===== src/rtl/dwf_pkg.sv =====
// ----------------------------------------------------------------------------
// dwf_pkg
// Shared types and constants for the frame deframer: the operation record
// that travels from the header parser to the payload stage, and its queue.
// ----------------------------------------------------------------------------
package dwf_pkg;

	localparam logic [7:0] HDR_TEXT_FINAL = 8'h81;
	localparam logic [6:0] LEN_EXT16      = 7'd126;
	localparam logic [6:0] LEN_EXT64      = 7'd127;
	localparam logic [7:0] DRAFT_OPEN     = 8'h00;
	localparam logic [7:0] DRAFT_CLOSE    = 8'hFF;

	localparam int Q_DEPTH = 4;
	localparam int Q_AW    = $clog2(Q_DEPTH);
	localparam int Q_CW    = $clog2(Q_DEPTH + 1);

	typedef enum logic [2:0] {
		OP_KEY    = 3'd0,
		OP_EMPTY  = 3'd1,
		OP_PAY    = 3'd2,
		OP_DSTART = 3'd3,
		OP_DDATA  = 3'd4,
		OP_DEND   = 3'd5
	} dwf_kind_t;

	typedef struct packed {
		dwf_kind_t   kind;
		logic [7:0]  data;
		logic        fin;
		logic [1:0]  pos;
		logic        masked;
	} dwf_op_t;

endpackage


===== src/rtl/dwf_front.sv =====
// ----------------------------------------------------------------------------
// dwf_front
// Header parser: accepts stream bytes, tracks frame phase and length, and
// turns key, payload and frame-boundary bytes into payload-stage operations.
// ----------------------------------------------------------------------------
module dwf_front (
	input  logic            clk,
	input  logic            arst_n,
	input  logic            cfg_valid,
	input  logic            cfg_data,
	input  logic            in_valid,
	output logic            in_ready,
	input  logic [7:0]      in_byte,
	input  logic            q_full,
	output logic            push_valid,
	output dwf_pkg::dwf_op_t push_op
);
	import dwf_pkg::*;

	typedef enum logic [2:0] {
		PH_HUNT    = 3'd0,
		PH_LEN     = 3'd1,
		PH_EXTLEN  = 3'd2,
		PH_MASK    = 3'd3,
		PH_PAYLOAD = 3'd4,
		PH_DRAFT   = 3'd5
	} phase_t;

	phase_t      phase_q, phase_n;
	logic        mode_q;
	logic [63:0] rem_q, rem_n, rem_sh, rem_dec;
	logic [2:0]  lbl_q, lbl_n;
	logic [1:0]  pos_q, pos_n;
	logic        mp_q, mp_n;
	logic        push;
	dwf_op_t     op;
	logic        accept;

	assign in_ready = !q_full && !cfg_valid;
	assign accept   = in_valid && in_ready;
	assign rem_sh   = {rem_q[55:0], in_byte};
	assign rem_dec  = rem_q - 64'd1;

	always_comb begin
		phase_n   = phase_q;
		rem_n     = rem_q;
		lbl_n     = lbl_q;
		pos_n     = pos_q;
		mp_n      = mp_q;
		push      = 1'b0;
		op.kind   = OP_KEY;
		op.data   = in_byte;
		op.fin    = 1'b0;
		op.pos    = pos_q;
		op.masked = mp_q;
		if (mode_q) begin
			unique case (phase_q)
				PH_LEN: begin
					mp_n  = in_byte[7];
					rem_n = '0;
					if (in_byte[6:0] == LEN_EXT16) begin
						lbl_n   = 3'd1;
						phase_n = PH_EXTLEN;
					end else if (in_byte[6:0] == LEN_EXT64) begin
						lbl_n   = 3'd7;
						phase_n = PH_EXTLEN;
					end else begin
						rem_n = {57'd0, in_byte[6:0]};
						pos_n = 2'd0;
						if (in_byte[7]) begin
							phase_n = PH_MASK;
						end else if (in_byte[6:0] == 7'd0) begin
							phase_n = PH_HUNT;
							push    = 1'b1;
							op.kind = OP_EMPTY;
						end else begin
							phase_n = PH_PAYLOAD;
						end
					end
				end
				PH_EXTLEN: begin
					rem_n = rem_sh;
					if (lbl_q != 3'd0) begin
						lbl_n = lbl_q - 3'd1;
					end else begin
						pos_n = 2'd0;
						if (mp_q) begin
							phase_n = PH_MASK;
						end else if (rem_sh == 64'd0) begin
							phase_n = PH_HUNT;
							push    = 1'b1;
							op.kind = OP_EMPTY;
						end else begin
							phase_n = PH_PAYLOAD;
						end
					end
				end
				PH_MASK: begin
					push    = 1'b1;
					op.kind = OP_KEY;
					op.fin  = (pos_q == 2'd3) && (rem_q == 64'd0);
					if (pos_q != 2'd3) begin
						pos_n = pos_q + 2'd1;
					end else begin
						pos_n   = 2'd0;
						phase_n = (rem_q == 64'd0) ? PH_HUNT : PH_PAYLOAD;
					end
				end
				PH_PAYLOAD: begin
					push    = 1'b1;
					op.kind = OP_PAY;
					op.fin  = (rem_dec == 64'd0);
					pos_n   = pos_q + 2'd1;
					rem_n   = rem_dec;
					if (rem_dec == 64'd0) begin
						phase_n = PH_HUNT;
					end
				end
				default: begin
					phase_n = (in_byte == HDR_TEXT_FINAL) ? PH_LEN : PH_HUNT;
				end
			endcase
		end else begin
			if (phase_q != PH_DRAFT) begin
				if (in_byte == DRAFT_OPEN) begin
					phase_n = PH_DRAFT;
					push    = 1'b1;
					op.kind = OP_DSTART;
				end else begin
					phase_n = PH_HUNT;
				end
			end else if (in_byte == DRAFT_CLOSE) begin
				phase_n = PH_HUNT;
				push    = 1'b1;
				op.kind = OP_DEND;
			end else begin
				push    = 1'b1;
				op.kind = OP_DDATA;
			end
		end
	end

	assign push_valid = accept && push;
	assign push_op    = op;

	always_ff @(posedge clk or negedge arst_n) begin
		if (!arst_n) begin
			phase_q <= PH_HUNT;
			mode_q  <= 1'b1;
			rem_q   <= '0;
			lbl_q   <= '0;
			pos_q   <= '0;
			mp_q    <= 1'b0;
		end else if (cfg_valid) begin
			mode_q  <= cfg_data;
			phase_q <= PH_HUNT;
		end else if (accept) begin
			phase_q <= phase_n;
			rem_q   <= rem_n;
			lbl_q   <= lbl_n;
			pos_q   <= pos_n;
			mp_q    <= mp_n;
		end
	end

endmodule


===== src/rtl/dwf_queue.sv =====
// ----------------------------------------------------------------------------
// dwf_queue
// Short operation queue between the header parser and the payload stage.
// ----------------------------------------------------------------------------
module dwf_queue (
	input  logic             clk,
	input  logic             arst_n,
	input  logic             push,
	input  dwf_pkg::dwf_op_t push_op,
	input  logic             pop,
	output logic             head_valid,
	output dwf_pkg::dwf_op_t head_op,
	output logic             full
);
	import dwf_pkg::*;

	dwf_op_t         slot_q [Q_DEPTH];
	logic [Q_AW-1:0] wr_q, rd_q;
	logic [Q_CW-1:0] cnt_q;

	assign head_valid = (cnt_q != '0);
	assign full       = (cnt_q == Q_CW'(Q_DEPTH));
	assign head_op    = slot_q[rd_q];

	always_ff @(posedge clk) begin
		if (push) begin
			slot_q[wr_q] <= push_op;
		end
	end

	always_ff @(posedge clk or negedge arst_n) begin
		if (!arst_n) begin
			wr_q  <= '0;
			rd_q  <= '0;
			cnt_q <= '0;
		end else begin
			if (push) begin
				wr_q <= wr_q + Q_AW'(1);
			end
			if (pop) begin
				rd_q <= rd_q + Q_AW'(1);
			end
			if (push && !pop) begin
				cnt_q <= cnt_q + Q_CW'(1);
			end else if (pop && !push) begin
				cnt_q <= cnt_q - Q_CW'(1);
			end
		end
	end

endmodule


===== src/rtl/dwf_back.sv =====
// ----------------------------------------------------------------------------
// dwf_back
// Payload stage: holds the mask key and the draft look-behind byte, unmasks
// payload bytes and drives the registered result channel.
// ----------------------------------------------------------------------------
module dwf_back (
	input  logic             clk,
	input  logic             arst_n,
	input  logic             clear,
	input  logic             head_valid,
	input  dwf_pkg::dwf_op_t head_op,
	output logic             pop,
	output logic             out_valid,
	input  logic             out_ready,
	output logic [7:0]       payload_byte,
	output logic             last_byte,
	output logic             empty_frame
);
	import dwf_pkg::*;

	logic [31:0] key_q;
	logic [7:0]  held_q;
	logic        held_valid_q;
	logic        out_valid_q;
	logic [7:0]  out_byte_q;
	logic        out_last_q;
	logic        out_empty_q;
	logic [7:0]  key_byte;
	logic        e_valid;
	logic [7:0]  e_byte;
	logic        e_last;
	logic        e_empty;

	assign pop = head_valid && (!out_valid_q || out_ready);

	always_comb begin
		case (head_op.pos)
			2'd0:    key_byte = key_q[31:24];
			2'd1:    key_byte = key_q[23:16];
			2'd2:    key_byte = key_q[15:8];
			default: key_byte = key_q[7:0];
		endcase
		if (!head_op.masked) begin
			key_byte = 8'd0;
		end
	end

	always_comb begin
		e_valid = 1'b0;
		e_byte  = 8'd0;
		e_last  = 1'b0;
		e_empty = 1'b0;
		unique case (head_op.kind)
			OP_KEY: begin
				e_valid = head_op.fin;
				e_last  = 1'b1;
				e_empty = 1'b1;
			end
			OP_EMPTY: begin
				e_valid = 1'b1;
				e_last  = 1'b1;
				e_empty = 1'b1;
			end
			OP_PAY: begin
				e_valid = 1'b1;
				e_byte  = head_op.data ^ key_byte;
				e_last  = head_op.fin;
			end
			OP_DDATA: begin
				e_valid = held_valid_q;
				e_byte  = held_q;
			end
			OP_DEND: begin
				e_valid = 1'b1;
				e_last  = 1'b1;
				e_byte  = held_valid_q ? held_q : 8'd0;
				e_empty = !held_valid_q;
			end
			default: begin
				e_valid = 1'b0;
			end
		endcase
	end

	always_ff @(posedge clk or negedge arst_n) begin
		if (!arst_n) begin
			key_q        <= '0;
			held_q       <= '0;
			held_valid_q <= 1'b0;
			out_valid_q  <= 1'b0;
		end else begin
			if (clear) begin
				held_valid_q <= 1'b0;
			end
			if (out_valid_q && out_ready) begin
				out_valid_q <= 1'b0;
			end
			if (pop) begin
				if (e_valid) begin
					out_valid_q <= 1'b1;
				end
				case (head_op.kind)
					OP_KEY:    key_q        <= {key_q[23:0], head_op.data};
					OP_DSTART: held_valid_q <= 1'b0;
					OP_DDATA: begin
						held_q       <= head_op.data;
						held_valid_q <= 1'b1;
					end
					OP_DEND:   held_valid_q <= 1'b0;
					default: begin
					end
				endcase
			end
		end
	end

	always_ff @(posedge clk) begin
		if (pop && e_valid) begin
			out_byte_q  <= e_byte;
			out_last_q  <= e_last;
			out_empty_q <= e_empty;
		end
	end

	assign out_valid    = out_valid_q;
	assign payload_byte = out_byte_q;
	assign last_byte    = out_last_q;
	assign empty_frame  = out_empty_q;

endmodule


===== src/rtl/websocket_frame_deframer_unit.sv =====
// ----------------------------------------------------------------------------
// websocket_frame_deframer_unit
// Path: operation queue, then the registered result channel.
// Throughput: one byte per cycle while the queue has room and cfg_valid is
// low; the payload stage retires one queued operation per cycle while its
// result is free or taken, and a four-entry queue absorbs output stalls.
// Reset: asynchronous; RFC 6455 mode, parser hunting, queue and result empty.
// ----------------------------------------------------------------------------
module websocket_frame_deframer_unit (
	input  logic       clk,
	input  logic       arst_n,
	input  logic       cfg_valid,
	output logic       cfg_ready,
	input  logic       cfg_data,
	input  logic       in_valid,
	output logic       in_ready,
	input  logic [7:0] in_byte,
	output logic       out_valid,
	input  logic       out_ready,
	output logic [7:0] payload_byte,
	output logic       last_byte,
	output logic       empty_frame
);
	import dwf_pkg::*;

	logic    q_full;
	logic    push_valid;
	dwf_op_t push_op;
	logic    head_valid;
	dwf_op_t head_op;
	logic    pop;

	assign cfg_ready = 1'b1;

	dwf_front u_front (
		.clk        (clk),
		.arst_n     (arst_n),
		.cfg_valid  (cfg_valid),
		.cfg_data   (cfg_data),
		.in_valid   (in_valid),
		.in_ready   (in_ready),
		.in_byte    (in_byte),
		.q_full     (q_full),
		.push_valid (push_valid),
		.push_op    (push_op)
	);

	dwf_queue u_queue (
		.clk        (clk),
		.arst_n     (arst_n),
		.push       (push_valid),
		.push_op    (push_op),
		.pop        (pop),
		.head_valid (head_valid),
		.head_op    (head_op),
		.full       (q_full)
	);

	dwf_back u_back (
		.clk          (clk),
		.arst_n       (arst_n),
		.clear        (cfg_valid),
		.head_valid   (head_valid),
		.head_op      (head_op),
		.pop          (pop),
		.out_valid    (out_valid),
		.out_ready    (out_ready),
		.payload_byte (payload_byte),
		.last_byte    (last_byte),
		.empty_frame  (empty_frame)
	);

endmodule


===== config.mk =====
export PLATFORM = sky130hd
export DESIGN_NAME = websocket_frame_deframer_unit
export DESIGN_NICKNAME = d
export VERILOG_FILES = /design/src/rtl/dwf_pkg.sv /design/src/rtl/dwf_front.sv /design/src/rtl/dwf_queue.sv /design/src/rtl/dwf_back.sv /design/src/rtl/websocket_frame_deframer_unit.sv
export SDC_FILE = /design/constraint.sdc
export NUM_CORES = 1
export LEC_CHECK = 0
export ABC_AREA = 1
export BUFFER_PORTS_ARGS = -buffer_cell sky130_fd_sc_hd__buf_2
export CAP_MARGIN = 20
export CORE_AREA = 4 4 184 186
export CTS_CLUSTER_SIZE = 20
export DETAILED_ROUTE_END_ITERATION = 8
export DIE_AREA = 0 0 188 190
export GPL_ROUTABILITY_DRIVEN = 1
export PLACE_DENSITY = 0.58
export SLEW_MARGIN = 30
export SYNTH_ARGS = -nofsm -noshare
export SYNTH_HDL_FRONTEND = slang
export SYNTH_SLANG_ARGS = --single-unit

===== constraint.sdc =====
create_clock -name clk -period 3.7 [get_ports clk]
set_input_delay 0.925 -clock clk [delete_from_list [all_inputs] [get_ports clk]]
set_output_delay 0.925 -clock clk [all_outputs]
set_load 0.01 [all_outputs]

==> impl_metrics.env <==
export IMPL_hold_class="input pin to asynchronous set/reset pin"
export IMPL_rsz0062_at_grt="false"
export IMPL_htree_levels=4
export IMPL_synth_top_area_share_pct=27.3
export IMPL_drt_iter0_drc=989
export IMPL_final_cell_area_sq_mm=0.0125
export IMPL_status="finished, final reports clean"
export IMPL_period_share_pct=90.8
export IMPL_hold_buffers=0
export IMPL_gp_congestion=0.941
export IMPL_wl_microns=32500
export IMPL_numCtsBuffers=17
export IMPL_antenna_diode_count=0
export IMPL_synth_edf_count=70
export IMPL_grt_use_total_pct=18.2
export IMPL_area_growth_pct=12.0
export IMPL_antenna_found_initial=0
export IMPL_cp_end_kind="flop"
export IMPL_clkLatencyLatePin_ns=0.45
export IMPL_critPathMaxFanout=5
export IMPL_critPathRequiredTime_ns=4.03
export IMPL_cts_resized=0
export IMPL_seq_area_frac_synth_pct=46.4
export IMPL_fin_setup_tns_ns=0
export IMPL_finClkSkew_ns=0.0149
export IMPL_wire_per_inst_microns=16.4
export IMPL_final_cell_mix="nand2_1, nor2_1, inv_1"
export IMPL_cts_tree="built"
export IMPL_fillers=3328
export IMPL_syn_area_per_cell_sq_um=7.48
export IMPL_synth_cells=1493
export IMPL_clk_pin_slew_worst_paths_ns=0.07
export IMPL_synth_seq_cells=193
export IMPL_clockBufferDepth=2
export IMPL_yosys_top_cells_area="dfrtp_1, edfxtp_1, nand2_1"
export IMPL_cts_num_sinks=193
export IMPL_yosys_area_top_type="dfrtp_1"
export IMPL_io_pins=27
export IMPL_worstSetupPathType="flop to flop"
export IMPL_synth_cell_type_count=50
export IMPL_crit_path_cell_trace="nor2_1, nand2_1, nor2_1, nand2_1, nor2_1, nand3_1, o41ai_1, inv_1, nand3_1, nand2_1, inv_1, ha_1, inv_1, fa_1, a21oi_1, o21ai_0, xor2_1"
export IMPL_drc_errors=0
export IMPL_dieArea_sq_mm=0.0357
export IMPL_arrival_ns=3.69
export IMPL_synth_cell_area_sq_mm=0.0112
export IMPL_p_leak_nw=5.33
export IMPL_finalHoldViolCount=0
export IMPL_num_vias=9999
export IMPL_viasPerCell=5.05
export IMPL_rows=66
export IMPL_core_area_sq_mm=0.0323
export IMPL_die_y_microns=190
export IMPL_ys_warn_count=0
export IMPL_worst_path_max_delay_cell="dfrtp_1"
export IMPL_placed_cell_area_sq_mm=0.0120
export IMPL_port_buffer_count=25
export IMPL_start_kind="flop"
export IMPL_worstMarginPinSlew_ns=0.868
export IMPL_fin_nets=1552
export IMPL_syn_num_nets=1519
export IMPL_fmax_mhz=297
export IMPL_fin_util_pct=38.7
export IMPL_grt_overflow_total=0
export IMPL_drv_slew=0
export IMPL_hpwl_microns=23700
export IMPL_layout_commonest_cell="nand2_1"
export IMPL_cts_root_buffer="clkbuf_16"
export IMPL_slowest_delay_ns=0.43
export IMPL_setup_violations=0
export IMPL_power_per_cell_area_mw_per_mm2=718
export IMPL_grt_pass1_vias=9589
export IMPL_start_util_pct=34.6
export IMPL_cts_setup_buffers=0
export IMPL_maxSlewHeadroom_pct=41.6
export IMPL_peakVddDrop_mv=0.450
export IMPL_drive_above_1_share_pct=8.38
export IMPL_grt_pass1_wl_microns=51900
export IMPL_ant_nets=0
export IMPL_die_w_microns=188
export IMPL_synthArstFlopShare_pct=63.7
export IMPL_drtPass1Iterations=5
export IMPL_min_period_ns=3.36
export IMPL_grt_start_max_net_pins=104
export IMPL_ys_flop_type="dfrtp_1"
export IMPL_maxCapViolations=0
## layer usage
metal  GRT usage [%]  routed length [microns]  vias up
met5               0                        0        -
met4            4.66                      527        0
met3            3.01                     1360       33
met2            30.0                    15300      213
met1            25.2                    15300     4756
li1                -                        -     4997
## area by class of cell
cell class	count	area (sq um)	area share, %
clock buffers	18	429	3.43
inverters	139	522	4.17
clock inverters	14	116	0.930
flip-flops and latches	193	5180	41.4
multi-input cells	1118	5310	42.4
repair buffers	57	397	3.17
well taps	442	553	4.42
## flip-flops by register name (all words and copies together), names as in the netlist, 2 cells and up
register and count:
u_back.held_q 8, u_back.key_q 32, u_back.payload_byte 8, u_front.lbl_q 3, u_front.phase_q 3, u_front.pos_q 2
u_front.rem_q 64, u_queue.cnt_q 3, u_queue.rd_q 2, u_queue.slot_q 60, u_queue.wr_q 2
## cell families (layout without fill, tap and decap cells)
group | count (synthesis) | in the layout | synth area share (%)
flops | 193 | 193 | 46.4
simple gates | 819 | 819 | 30.8
other cells | 1 | 1 | 0.0336
compound gates | 272 | 272 | 14.0
fa+ha+maj | 12 | 12 | 1.41
buf+inv | 182 | 228 | 6.17
xor+xnor | 13 | 13 | 1.02
mux | 1 | 1 | 0.101
## synth_stat cells, drive strengths merged (2+ instances only)
cell type / number
nand4: 7
a22oi: 44
a211oi: 2
a221oi: 2
edfxtp: 70
nand2: 454
nor2: 250
inv: 138
xor2: 6
dfrtp: 122
buf: 7
o211ai: 2
nand3b: 11
o21ai: 111
ha: 11
and2: 3
nand3: 75
xnor2: 7
clkbuf: 36
o2111ai: 7
a21oi: 75
nor3: 16
o22ai: 16
a31oi: 6
## critical path, delay by kind of cell, from the launching register on
family                     cells  cell delay, ns
and+or+nand+nor                8            1.27
adders and majority gates      2            0.53
buffers and inverters          3            0.26
DFF                            1            0.43
AOI/OAI and AO/OA              3            0.61
xor gates and xnor gates       1            0.15
## final timing paths
kind | startpoint | to | slack [ns] | cells after the start
setup / recovery | u_front.rem_q[39] | u_queue.cnt_q[2] | 0.34 | 17
hold / removal | arst_n | u_back.held_q[6] | 0.45 | 1
setup reg to reg | u_front.rem_q[39] | u_queue.cnt_q[2] | 0.34 | 17
hold reg to reg | u_back.key_q[31] | u_back.key_q[31] | 0.48 | 2
max in group asynchronous | arst_n | u_front.mode_q | 2.50 | 2
min in group clk | u_back.key_q[31] | u_back.key_q[31] | 0.48 | 2
## through the flow
stage | worst slack (ns) | power, mW | hold slack, ns | std cells
2_1_floorplan | 0.544 | 5.93 | 0.442 | 1493
3_3_place_gp | 0.147 | 7.15 | 0.458 | 1949
3_5_place_dp | 0.106 | 7.21 | 0.458 | 1949
4_1_cts | 0.378 | 9.03 | 0.461 | 1981
5_1_grt | 0.0224 | 9.72 | 0.479 | 1981
6_report | 0.339 | 8.99 | 0.446 | 1981
## where the power goes
group	internal [mW]	switching, mW
Combinational	1.19	2.39
Sequential	2.94	0.682
Clock	0.885	0.902
Total	5.01	3.97
Power figures use the tool's default switching activity.
